$ cat config.mk
export PLATFORM = sky130hd
export DESIGN_NAME = ascii_datetime_to_rtc_regs
export DESIGN_NICKNAME = d
export VERILOG_FILES = /design/src/hw/rtl/adrtc_pkg.sv /design/src/hw/rtl/adrtc_front.sv /design/src/hw/rtl/adrtc_queue.sv /design/src/hw/rtl/adrtc_back.sv /design/src/hw/rtl/ascii_datetime_to_rtc_regs.sv
export SDC_FILE = /design/constraint.sdc
export NUM_CORES = 1
export LEC_CHECK = 0
export BUFFER_PORTS_ARGS = -buffer_cell sky130_fd_sc_hd__buf_2
export CAP_MARGIN = 15
export CORE_MARGIN = 10
export CORE_UTILIZATION = 59
export CTS_CLUSTER_SIZE = 28
export DETAILED_ROUTE_END_ITERATION = 16
export GPL_ROUTABILITY_DRIVEN = 0
export PLACE_DENSITY = 0.78
export SLEW_MARGIN = 10
export SYNTH_ARGS = -nofsm -noshare
export SYNTH_HDL_FRONTEND = slang
export SYNTH_HIERARCHICAL = 1
export SYNTH_SLANG_ARGS = --single-unit
$ cat constraint.sdc
create_clock -name clk -period 7.3 [get_ports clk]
set_input_delay 2.19 -clock clk [delete_from_list [all_inputs] [get_ports clk]]
set_output_delay 2.19 -clock clk [all_outputs]
set_load 0.05 [all_outputs]
$ cat src/hw/rtl/adrtc_pkg.sv
// adrtc_pkg: shared types, codes and helper functions for the datetime to rtc register encoder
// no dependencies; imported by every module of the block
`default_nettype none
package adrtc_pkg;

	localparam int ADRTC_QUEUE_DEPTH = 2;

	localparam logic [2:0] ST_OK         = 3'd0;
	localparam logic [2:0] ST_TIME_DIGIT = 3'd1;
	localparam logic [2:0] ST_TIME_RANGE = 3'd2;
	localparam logic [2:0] ST_DATE_DIGIT = 3'd3;
	localparam logic [2:0] ST_YEAR_RANGE = 3'd4;
	localparam logic [2:0] ST_DAY_RANGE  = 3'd5;

	localparam logic [2:0] RA_SEC   = 3'd0;
	localparam logic [2:0] RA_MIN   = 3'd1;
	localparam logic [2:0] RA_HOUR  = 3'd2;
	localparam logic [2:0] RA_WDAY  = 3'd3;
	localparam logic [2:0] RA_DATE  = 3'd4;
	localparam logic [2:0] RA_MONTH = 3'd5;
	localparam logic [2:0] RA_YEAR  = 3'd6;

	localparam logic [13:0] YEAR_MIN = 14'd2000;
	localparam logic [13:0] YEAR_MAX = 14'd2099;
	localparam logic [6:0]  HOUR_MAX = 7'd23;
	localparam logic [6:0]  MINSEC_MAX = 7'd59;
	localparam logic [7:0]  SEC_MASK  = 8'h7F;
	localparam logic [7:0]  HOUR_MASK = 8'h3F;
	localparam logic [7:0]  CH_BIT_MASK = 8'h80;

	typedef struct packed {
		logic [7:0] char_code;
		logic       is_last;
	} char_req_t;

	typedef struct packed {
		logic [2:0] status;
		logic [2:0] reg_addr;
		logic [7:0] reg_value;
		logic       last_of_run;
	} reg_req_t;

	// one finished command string, handed from parser to writer
	typedef struct packed {
		logic [2:0] status;
		logic       dated;
		logic [5:0] sec;
		logic [5:0] min;
		logic [4:0] hour;
		logic [6:0] year_ofs;
		logic [3:0] month;
		logic [4:0] day;
	} job_t;

	function automatic logic [7:0] to_bcd(input logic [6:0] v);
		logic [14:0] prod;
		logic [3:0]  tens;
		logic [6:0]  ones;
		prod = 15'(v) * 15'd205;
		tens = prod[14:11];
		ones = v - 7'(tens) * 7'd10;
		return {tens, ones[3:0]};
	endfunction

	function automatic logic [2:0] month_offset(input logic [3:0] m);
		logic [2:0] r;
		case (m)
			4'd1:    r = 3'd0;
			4'd2:    r = 3'd3;
			4'd3:    r = 3'd2;
			4'd4:    r = 3'd5;
			4'd5:    r = 3'd0;
			4'd6:    r = 3'd3;
			4'd7:    r = 3'd5;
			4'd8:    r = 3'd1;
			4'd9:    r = 3'd4;
			4'd10:   r = 3'd6;
			4'd11:   r = 3'd2;
			4'd12:   r = 3'd4;
			default: r = 3'd0;
		endcase
		return r;
	endfunction

endpackage
`default_nettype wire

$ cat src/hw/rtl/adrtc_front.sv
// adrtc_front: character parser; accumulates time and date digits, checks ranges
// depends on adrtc_pkg; emits one job per string into the queue
`default_nettype none
module adrtc_front (
	input  wire                    clk,
	input  wire                    arst_n,
	input  wire                    accept,
	input  adrtc_pkg::char_req_t   req,
	output logic                   push,
	output adrtc_pkg::job_t        job
);
	import adrtc_pkg::*;

	localparam logic [2:0] PH_LEAD     = 3'd0;
	localparam logic [2:0] PH_TIME     = 3'd1;
	localparam logic [2:0] PH_GAP      = 3'd2;
	localparam logic [2:0] PH_DATE     = 3'd3;
	localparam logic [2:0] PH_DATED    = 3'd4;
	localparam logic [2:0] PH_TIMEONLY = 3'd5;
	localparam logic [2:0] PH_ERR      = 3'd6;

	logic [2:0]  phase_q, phase_n;
	logic [2:0]  cnt_q, cnt_n;
	logic [2:0]  err_q, err_n;
	logic [6:0]  hour_q, hour_n, min_q, min_n, sec_q, sec_n;
	logic [6:0]  mon_q, mon_n, day_q, day_n;
	logic [13:0] year_q, year_n;
	logic        space, digit;
	logic [3:0]  v;
	logic [7:0]  c;

	function automatic logic [5:0] end_str(input logic [2:0] ph, input logic [2:0] er);
		logic [5:0] r;
		r = {ph, er};
		if (ph == PH_LEAD || ph == PH_TIME) begin
			r = {PH_ERR, ST_TIME_DIGIT};
		end else if (ph == PH_GAP) begin
			r = {PH_TIMEONLY, er};
		end else if (ph == PH_DATE) begin
			r = {PH_ERR, ST_DATE_DIGIT};
		end
		return r;
	endfunction

	assign c = req.char_code;
	assign space = (c == 8'd32) || (c >= 8'd9 && c <= 8'd13);
	assign digit = (c >= 8'd48) && (c <= 8'd57);
	assign v = c[3:0];

	always_comb begin
		phase_n = phase_q;
		cnt_n = cnt_q;
		err_n = err_q;
		hour_n = hour_q;
		min_n = min_q;
		sec_n = sec_q;
		year_n = year_q;
		mon_n = mon_q;
		day_n = day_q;
		if (phase_q < PH_DATED) begin
			if (c == 8'd0) begin
				{phase_n, err_n} = end_str(phase_q, err_q);
			end else begin
				if (phase_n == PH_LEAD && !space) begin
					phase_n = PH_TIME;
				end
				if (phase_n == PH_TIME) begin
					if (!digit) begin
						phase_n = PH_ERR;
						err_n = ST_TIME_DIGIT;
					end else begin
						if (cnt_q < 3'd2) begin
							hour_n = 7'(hour_q * 7'd10 + 7'(v));
						end else if (cnt_q < 3'd4) begin
							min_n = 7'(min_q * 7'd10 + 7'(v));
						end else begin
							sec_n = 7'(sec_q * 7'd10 + 7'(v));
						end
						if (cnt_q == 3'd5) begin
							cnt_n = 3'd0;
							if (hour_n > HOUR_MAX || min_n > MINSEC_MAX || sec_n > MINSEC_MAX) begin
								phase_n = PH_ERR;
								err_n = ST_TIME_RANGE;
							end else begin
								phase_n = PH_GAP;
							end
						end else begin
							cnt_n = cnt_q + 3'd1;
						end
					end
				end else begin
					if (phase_n == PH_GAP && !space) begin
						phase_n = PH_DATE;
					end
					if (phase_n == PH_DATE) begin
						if (!digit) begin
							phase_n = PH_ERR;
							err_n = ST_DATE_DIGIT;
						end else begin
							if (cnt_q < 3'd4) begin
								year_n = 14'(year_q * 14'd10 + 14'(v));
							end else if (cnt_q < 3'd6) begin
								mon_n = 7'(mon_q * 7'd10 + 7'(v));
							end else begin
								day_n = 7'(day_q * 7'd10 + 7'(v));
							end
							if (cnt_q == 3'd7) begin
								cnt_n = 3'd0;
								if (year_n < YEAR_MIN || year_n > YEAR_MAX) begin
									phase_n = PH_ERR;
									err_n = ST_YEAR_RANGE;
								end else if (mon_n < 7'd1 || mon_n > 7'd12 ||
									day_n < 7'd1 || day_n > 7'd31) begin
									phase_n = PH_ERR;
									err_n = ST_DAY_RANGE;
								end else begin
									phase_n = PH_DATED;
								end
							end else begin
								cnt_n = cnt_q + 3'd1;
							end
						end
					end
				end
			end
		end
		if (req.is_last) begin
			{phase_n, err_n} = end_str(phase_n, err_n);
		end
	end

	assign push = accept && req.is_last;

	always_comb begin
		job.status   = (phase_n == PH_ERR) ? err_n : ST_OK;
		job.dated    = (phase_n == PH_DATED);
		job.sec      = sec_n[5:0];
		job.min      = min_n[5:0];
		job.hour     = hour_n[4:0];
		job.year_ofs = 7'(year_n - YEAR_MIN);
		job.month    = mon_n[3:0];
		job.day      = day_n[4:0];
	end

	always_ff @(posedge clk or negedge arst_n) begin
		if (!arst_n) begin
			phase_q <= PH_LEAD;
			cnt_q <= '0;
			err_q <= '0;
			hour_q <= '0;
			min_q <= '0;
			sec_q <= '0;
			year_q <= '0;
			mon_q <= '0;
			day_q <= '0;
		end else if (push) begin
			phase_q <= PH_LEAD;
			cnt_q <= '0;
			err_q <= '0;
			hour_q <= '0;
			min_q <= '0;
			sec_q <= '0;
			year_q <= '0;
			mon_q <= '0;
			day_q <= '0;
		end else if (accept) begin
			phase_q <= phase_n;
			cnt_q <= cnt_n;
			err_q <= err_n;
			hour_q <= hour_n;
			min_q <= min_n;
			sec_q <= sec_n;
			year_q <= year_n;
			mon_q <= mon_n;
			day_q <= day_n;
		end
	end

endmodule
`default_nettype wire

$ cat src/hw/rtl/adrtc_queue.sv
// adrtc_queue: small job fifo between parser and register writer
// depends on adrtc_pkg for the job type
`default_nettype none
module adrtc_queue #(
	parameter int DEPTH = adrtc_pkg::ADRTC_QUEUE_DEPTH
) (
	input  wire               clk,
	input  wire               arst_n,
	input  wire               push,
	input  adrtc_pkg::job_t   push_job,
	input  wire               pop,
	output logic              full,
	output logic              not_empty,
	output adrtc_pkg::job_t   head
);
	import adrtc_pkg::*;

	localparam int PTR_W = (DEPTH > 1) ? $clog2(DEPTH) : 1;
	localparam int CNT_W = $clog2(DEPTH + 1);

	job_t             mem_q [DEPTH];
	logic [PTR_W-1:0] wr_q, rd_q;
	logic [CNT_W-1:0] cnt_q;
	logic             do_push, do_pop;

	assign full = (cnt_q == CNT_W'(DEPTH));
	assign not_empty = (cnt_q != '0);
	assign head = mem_q[rd_q];
	assign do_push = push && !full;
	assign do_pop = pop && not_empty;

	function automatic logic [PTR_W-1:0] bump(input logic [PTR_W-1:0] p);
		return (p == PTR_W'(DEPTH - 1)) ? '0 : p + PTR_W'(1);
	endfunction

	always_ff @(posedge clk) begin
		if (do_push) begin
			mem_q[wr_q] <= push_job;
		end
	end

	always_ff @(posedge clk or negedge arst_n) begin
		if (!arst_n) begin
			wr_q <= '0;
			rd_q <= '0;
			cnt_q <= '0;
		end else begin
			if (do_push) begin
				wr_q <= bump(wr_q);
			end
			if (do_pop) begin
				rd_q <= bump(rd_q);
			end
			if (do_push && !do_pop) begin
				cnt_q <= cnt_q + CNT_W'(1);
			end else if (do_pop && !do_push) begin
				cnt_q <= cnt_q - CNT_W'(1);
			end
		end
	end

endmodule
`default_nettype wire

$ cat src/hw/rtl/adrtc_back.sv
// adrtc_back: register writer; turns one job into bcd register write requests
// depends on adrtc_pkg; computes weekday on job load, one request per cycle out while out_stall is low
`default_nettype none
module adrtc_back (
	input  wire                   clk,
	input  wire                   arst_n,
	input  wire                   job_valid,
	input  adrtc_pkg::job_t       job,
	output logic                  pop,
	output logic                  out_valid,
	input  wire                   out_stall,
	output adrtc_pkg::reg_req_t   out_req
);
	import adrtc_pkg::*;

	logic       act_q;
	logic [2:0] idx_q;
	logic [2:0] status_q;
	logic       dated_q;
	logic [7:0] sec_q, min_q, hour_q, wday_q, date_q, mon_q, year_q;
	logic       out_valid_q;
	reg_req_t   out_q, item;
	logic       adv, emit, final_item, load;

	logic [6:0] t_y;
	logic [7:0] y_part, wsum;
	logic [4:0] f1;
	logic [3:0] f2;
	logic [2:0] wmod;

	// weekday from year offset, month, day
	always_comb begin
		t_y = (job.month < 4'd3) ? 7'(job.year_ofs - 7'd1) : job.year_ofs;
		if (job.month < 4'd3 && job.year_ofs == 7'd0) begin
			y_part = 8'd5;
		end else begin
			y_part = 8'(t_y) + 8'(t_y[6:2]);
		end
		wsum = y_part + 8'(month_offset(job.month)) + 8'(job.day);
		f1 = 5'(wsum[7:3]) + 5'(wsum[2:0]);
		f2 = 4'(f1[4:3]) + 4'(f1[2:0]);
		wmod = (f2 >= 4'd7) ? 3'(f2 - 4'd7) : f2[2:0];
	end

	always_comb begin
		if (status_q != ST_OK) begin
			final_item = 1'b1;
		end else if (dated_q) begin
			final_item = (idx_q == RA_YEAR);
		end else begin
			final_item = (idx_q == RA_HOUR);
		end
	end

	always_comb begin
		item.status = status_q;
		item.reg_addr = idx_q;
		item.last_of_run = final_item;
		if (status_q != ST_OK) begin
			item.reg_value = 8'd0;
		end else begin
			case (idx_q)
				RA_SEC:   item.reg_value = sec_q & SEC_MASK;
				RA_MIN:   item.reg_value = min_q;
				RA_HOUR:  item.reg_value = hour_q & HOUR_MASK;
				RA_WDAY:  item.reg_value = wday_q;
				RA_DATE:  item.reg_value = date_q;
				RA_MONTH: item.reg_value = mon_q;
				RA_YEAR:  item.reg_value = year_q;
				default:  item.reg_value = 8'd0;
			endcase
		end
	end

	assign adv = !out_valid_q || !out_stall;
	assign emit = adv && act_q;
	assign load = job_valid && (!act_q || (emit && final_item));
	assign pop = load;
	assign out_valid = out_valid_q;
	assign out_req = out_q;

	always_ff @(posedge clk) begin
		if (load) begin
			status_q <= job.status;
			dated_q <= job.dated;
			sec_q <= to_bcd(7'(job.sec));
			min_q <= to_bcd(7'(job.min));
			hour_q <= to_bcd(7'(job.hour));
			wday_q <= {5'd0, wmod} + 8'd1;
			date_q <= to_bcd(7'(job.day));
			mon_q <= to_bcd(7'(job.month));
			year_q <= to_bcd(job.year_ofs);
		end
		if (emit) begin
			out_q <= item;
		end
	end

	always_ff @(posedge clk or negedge arst_n) begin
		if (!arst_n) begin
			act_q <= 1'b0;
			idx_q <= '0;
			out_valid_q <= 1'b0;
		end else begin
			if (adv) begin
				out_valid_q <= act_q;
			end
			if (load) begin
				act_q <= 1'b1;
				idx_q <= RA_SEC;
			end else if (emit) begin
				if (final_item) begin
					act_q <= 1'b0;
				end else begin
					idx_q <= idx_q + 3'd1;
				end
			end
		end
	end

endmodule
`default_nettype wire

$ cat src/hw/rtl/ascii_datetime_to_rtc_regs.sv
// ascii_datetime_to_rtc_regs: command string to rtc register write requests
// one character accepted per cycle; the parser stalls only while the job queue is full
// a string's job passes the queue, the writer's job registers and the output register
// throughput: one writer request per cycle when not stalled; 1, 3 or 7 per string
// reset: arst_n clears parser state, job queue and output valid flag at once
`default_nettype none
module ascii_datetime_to_rtc_regs #(
	parameter int QUEUE_DEPTH = adrtc_pkg::ADRTC_QUEUE_DEPTH
) (
	input  wire                   clk,
	input  wire                   arst_n,
	input  wire                   char_valid,
	output logic                  char_stall,
	input  adrtc_pkg::char_req_t  char_req,
	output logic                  reg_valid,
	input  wire                   reg_stall,
	output adrtc_pkg::reg_req_t   reg_req
);
	import adrtc_pkg::*;

	logic accept, push, pop, full, not_empty;
	job_t push_job, head;

	assign char_stall = full;
	assign accept = char_valid && !full;

	adrtc_front u_front (
		.clk    (clk),
		.arst_n (arst_n),
		.accept (accept),
		.req    (char_req),
		.push   (push),
		.job    (push_job)
	);

	adrtc_queue #(
		.DEPTH (QUEUE_DEPTH)
	) u_queue (
		.clk       (clk),
		.arst_n    (arst_n),
		.push      (push),
		.push_job  (push_job),
		.pop       (pop),
		.full      (full),
		.not_empty (not_empty),
		.head      (head)
	);

	adrtc_back u_back (
		.clk       (clk),
		.arst_n    (arst_n),
		.job_valid (not_empty),
		.job       (head),
		.pop       (pop),
		.out_valid (reg_valid),
		.out_stall (reg_stall),
		.out_req   (reg_req)
	);

endmodule
`default_nettype wire

Word-level counts from Yosys, hierarchy flattened
Memory sizes are Yosys's and may differ from the RTL's.
Index checks and enable logic that the tools add are counted.

word-level totals
  bits in registers = 133
  latch bits = 0
  RAM bits = 74
  memory bits (read-only) = 48
  output and inout bits = 17
  logic and storage cells = 324
  memories = 2

cells by class
  add/subtract/negate cells = 27
  multipliers = 18
  divide/modulo/power cells = 0
  order comparisons = 19
  eq/ne operators = 24
  shift-type cells = 0
  multiplexer cells = 148
  bitwise gates (word level) = 0
  reduce and logical (&&, ||, !) cells = 53

memories
  name              depth  width  read ports  clocked after memory_dff  write ports  RTL line           text
  u_queue.mem_q     2      37     1           0                         1            adrtc_queue.sv:21  job_t mem_q [DEPTH];
  (name not given)  16     3      1           0                         0            adrtc_pkg.sv:67    case (m)

operators by type and width
  kind                                                                            number
  7-bit 2-to-1 mux                                                                64
  14-bit 2-to-1 mux                                                               13
  3-bit 2-to-1 mux                                                                49
  8-bit one-hot mux with 7 select lines                                           1
  6-bit 2-to-1 mux                                                                8
  7-bit by 4-bit adder with 7-bit output                                          5
  7-bit by 3-bit multiplier with 6-bit output, second input constant              5
  6-bit by 8-bit multiplier with 14-bit output, second input constant             2
  5-bit by 8-bit multiplier with 13-bit output, second input constant             2
  3-bit by 2-bit == test with 1-bit output, second input constant                 8
  4-bit subtractor                                                                6
  3-bit == test, second input constant                                            7
  2-bit nonzero test                                                              9
  7-bit by 8-bit multiplier with 15-bit output, second input constant             1
  14-bit by 4-bit adder with 14-bit output                                        1
  14-bit by 12-bit > comparator with 1-bit output, second input constant          1
  7-bit by 5-bit > comparator with 1-bit output, second input constant            2
  7-bit by 6-bit > comparator with 1-bit output, second input constant            2
  1-bit logical AND                                                               14
  14-bit by 11-bit less-than comparator with 1-bit output, second input constant  1
  7-bit by 1-bit less-than comparator with 1-bit output, second input constant    2
  14-bit by 3-bit multiplier with 13-bit output, second input constant            1
  3-bit by 1-bit == test with 1-bit output, second input constant                 4
  4-bit by 8-bit multiplier with 12-bit output, second input constant             1
  42 further kinds                                                                80

Logic depth before layout (Yosys ltp)
  word-level depth = 38
  gate-level depth with buffers = 32
  gate-level depth less buffers = 30

By module
Netlist, hierarchy kept.

modules (own cells, without submodules)
  module                      times used  cells an instance  area an instance (um2)  sequential area each (um2)
  adrtc_back                  1           675                7,393.3                 1,986.9
  adrtc_front                 1           634                5,873.1                 1,451.4
  adrtc_queue                 1           134                2,952.8                 2,322.2
  ascii_datetime_to_rtc_regs  1           1                  13.8                    0.0

Least setup slack after synthesis
No wires, ideal clock.

  path type = reg-to-reg
  start = reg u_queue.rd_q
  end = reg u_back.wday_q[2], data pin
  library setup time = 259 ps
  data arrival time = 6,685 ps
  setup slack = 356 ps
  cell stages (with the launch flop) = 29
  path buffers = 2
  clock period less this slack = 6,944 ps
  cell sequence = dfrtp_1 > buf_2 > mux2_2 > clkbuf_1 > inv_1 > ha_1 > a21boi_2 > nand2_1 > xnor2_1 > ha_1 > fa_1 > nor2b_1 > fa_1 > ha_1 > fa_1 > a21o_1 > a21o_1 > xor2_1 > ha_1 > a21oi_1 > nor2_1 > mux2i_1 > xnor2_1 > fa_1 > ha_1 > a21o_1 > mux2_1 > ha_1 > xnor2_1

RTL lines
  what                    RTL line           text
  start, declared         adrtc_queue.sv:22  logic [PTR_W-1:0] wr_q, rd_q;
  start signal, assigned  adrtc_queue.sv:52  rd_q <= bump(rd_q);
  end signal, assigned    adrtc_back.sv:89   wday_q <= {5'd0, wmod} + 8'd1;
  end, declared           adrtc_back.sv:20   logic [7:0] sec_q, min_q, hour_q, wday_q, date_q, mon_q, year_q;

==> summary.md <==
| Metric | Value |
|---|---|
| Die Width | between 150 and 200 um |
| Hpwl dp | 25300 um |
| Root buffer cell | clkbuf_16 |
| DRT iter0 DRCs | 665 |
| Mapped Area | ~16000 um2 |
| Distinct cells, synth | 99 |
| Sequential-to-total area share from yosys stat | 35.5% |
| CTS Buf Count | 22 |
| Largest cells by area after synthesis | edfxtp_1 (25%), ha_1 (19%), dfrtp_1 (10%), fa_1 (5.9%), xnor2_1 (4.0%) |
| Critical path class | flip-flop to flip-flop |
| Arrival @ worst endpoint | 7.32 ns |
| Clock-pin slew on the worst setup and hold paths | 0.06 ns |
| RR Startpoint | u_queue/rd_q |
| # nets final | 1792 |
| Vias in the first global route | 11300 |
| Setup WS pre-CTS | 0.249 ns |
| GRT Max-Usage Layer | met2 |
| Most frequent cell after synthesis | ha_1 |
| Wire per inst | about 18 um |
| Met2 GRT Util | 34.2% |
| Hold Path End | u_front/min_q[6] |
| Reg2reg path depth | 26 |
| CP top delay family | adder cells |
| DR pass1 iterations | 8 |
| Yosys reg bits | roughly 200 |
| Share of post-route cells with drive strength above 1 | 13.1% |
| Clock sinks | approximately 200 |
| Relative slew slack | 26.3% |
| Synth Flop Type | edfxtp_1 |
| Area Overhead vs Synth | 8.39% |
| Buf/Inv on CP | 2 |
| Finished Layout Cells | 1839 |
| Max FO, Critical Path | 7 |
| Placed cells | 1794 |
| Clk_skew | around 0.016 ns |
| Critical Path RT | roughly 7.6 ns |
| Post-synthesis compound-gate area fraction | between 10% and 20% |
| Vias | 11200 |
| Met1 Use GR | 25.0% |
| Final setup vio count | 0 |
| ANT nets after route | 0 |
| Yosys Warn Count | 6 |
| Final setup margin | 0.231 ns |
| Wirelength, routed | around 34000 um |
| Diode count | 0 |
| Worst skew pair latency | 0.52 ns |
| Buffers on Ports | 29 |
| Core area | about 27000 um2 |
| Min cycle time layout | 7.07 ns |
| Maxcap violations | 0 |
| Startpoint Class | flip-flop |
| EDFF count, synth | approximately 140 |
| Number of H-tree levels | 1 |
| First-pass GRT wire length | 55900 um |
| Crit path largest cell delay | around 0.58 ns |
| Die H | around 190 um |
| Post-route DRC violation count | 0 |
| Hold path start | u_front/min_q[6] |
| Synth Area in XOR/XNOR | 6.17% |
| CTS tree | built |
| Post-synth ARST share | 33.0% |
| Fin. Hold Viols | 0 |
| Largest family of logic cells by synthesized area | adder cells |
| Terminus of the critical flop-to-flop path | u_back/wday_q[2] |
| Core Rows | 60 |
| Max-slew violations | 0 |
| Largest net degree at the start of global routing | 68 |
| Commonest cells post-synth | ha_1 (249), inv_1 (154), edfxtp_1 (136) |
| Buffer depth of the longest clock path | 3 |
| Hold Path Depth | 2 |
| Post-synth top area share | approximately 25% |
| Gr usage total | 19.7% |
| Fillcell total | 2052 |
| Gr ovfl total | 0 |
| Syn Nets | 1754 |
| CP Capture Type | flip-flop |
| Initial core utilization | 60.1% |
| Flop2flop setup slack | 0.23 ns |
| Post-Synth Adder-Cell Area | 25.1% |
| Syn Area/Cell | between 10 and 15 um2 |
| Io pins | 30 |
| Worst min-delay path class | flip-flop to flip-flop |
| Mux contribution to synthesized area | between 6 and 7% |
| Leading area contributor after synthesis | edfxtp_1 |
| Fmax | 0.141 GHz |
| Status | finished, final reports clean |
| Total die area | between 30000 and 40000 um2 |
| Final worst path period share | a little over nine tenths |
| Met3 GRT Util | about 2.7% |
| Cells after synthesis | 1444 |
| CP max stage cell | fa_1 |
| Initial antenna violation count | 0 |
| Vias per cell | 6.06 |
| Worst slew pin tran | 1.09 ns |
| Synth Area in Simple Gates | 8.40% |
state kept, by name (all words and copies together) (netlist names), 2 cells and up:
signal           count
u_front/hour_q       7
u_front/min_q        7
u_front/day_q        7
u_queue/cnt_q        2
u_back/mon_q         5
u_back/out_req      15
u_front/mon_q        7
u_back/min_q         7
u_front/phase_q      3
u_front/sec_q        7
u_front/cnt_q        3
u_back/status_q      3
u_queue/mem_q       74
u_back/year_q        8
u_back/date_q        6
u_back/sec_q         7
u_back/hour_q        6
u_front/err_q        3
u_front/year_q      14
u_back/wday_q        4
u_back/idx_q         3
cell usage in the layout, fill, tap and decap left out, drive strengths merged, types with 31 or more instances in the layout:
| master | instances |
|---|---|
| ha | 249 |
| inv | 156 |
| edfxtp | 136 |
| xnor2 | 76 |
| dfrtp | 67 |
| mux2 | 65 |
| nand2 | 63 |
| nor2 | 57 |
| o21ai | 56 |
| fa | 48 |
| a21oi | 44 |
| buf | 44 |
| a22o | 40 |
| xor2 | 31 |
cell families after synthesis:
group | count (synthesis)
AOI/OAI and AO/OA | 309
adders and majority gates | 297
and+or+nand+nor | 259
DFF | 203
buffers and inverters | 186
xor gates and xnor gates | 109
muxes | 81
worst min-delay path: stages (launching register included):
cell	delay, ns
dfrtp_1	0.33
nand2_1	0.04
o21ai_0	0.06
stage by stage:
step / hold WS [ns] / util [%] / instance area (um2) / setup TNS (ns)
2_1_floorplan: 0.423 / - / 16200 / 0
3_3_place_gp: 0.452 / 62.0 / 16800 / 0
3_5_place_dp: 0.462 / 62.0 / 16800 / 0
4_1_cts: 0.475 / 64.8 / 17500 / 0
5_1_grt: 0.499 / 65.1 / 17600 / -0.101
6_report: 0.471 / 65.1 / 17600 / 0
area by class of cell:
cell class | instances | area [um2] | share of cell area [%]
repair buffers | 45 | 263 | 1.49
multi-input cells | 1055 | 9790 | 55.7
well taps | 341 | 427 | 2.42
clock inverters | 12 | 156 | 0.889
clock buffers | 28 | 613 | 3.48
inverters | 155 | 582 | 3.31
flip-flops and latches | 203 | 5760 | 32.7
layer usage:
| layer | up-vias | part of all wire [%] |
|---|---|---|
| met2 | 277 | 48 |
| met3 | 69 | 4.6 |
| met5 | - | 0 |
| met1 | 5405 | 44 |
| li1 | 5399 | - |
| met4 | 0 | 2.8 |
repair_timing:
action,4_1_cts,5_1_grt
hold buffers,0,0
setup endpoints to repair,0,2
gates resized for setup,0,10
setup buffers,0,5
worst max-delay path by stage:
stage	cells after the start	endpoint	from
after floorplan	28	u_back/wday_q[2]	u_queue/rd_q
after CTS	25	u_back/wday_q[2]	u_queue/rd_q
after global routing	27	u_back/wday_q[2]	u_queue/rd_q
after detailed placement	26	u_back/wday_q[2]	u_queue/rd_q
after global placement	25	u_back/wday_q[2]	u_queue/rd_q
final	26	u_back/wday_q[2]	u_queue/rd_q
Power is left out: the tool's default activity adds up to more than one toggle a clock period on the data nets, which glitch-free logic cannot reach.
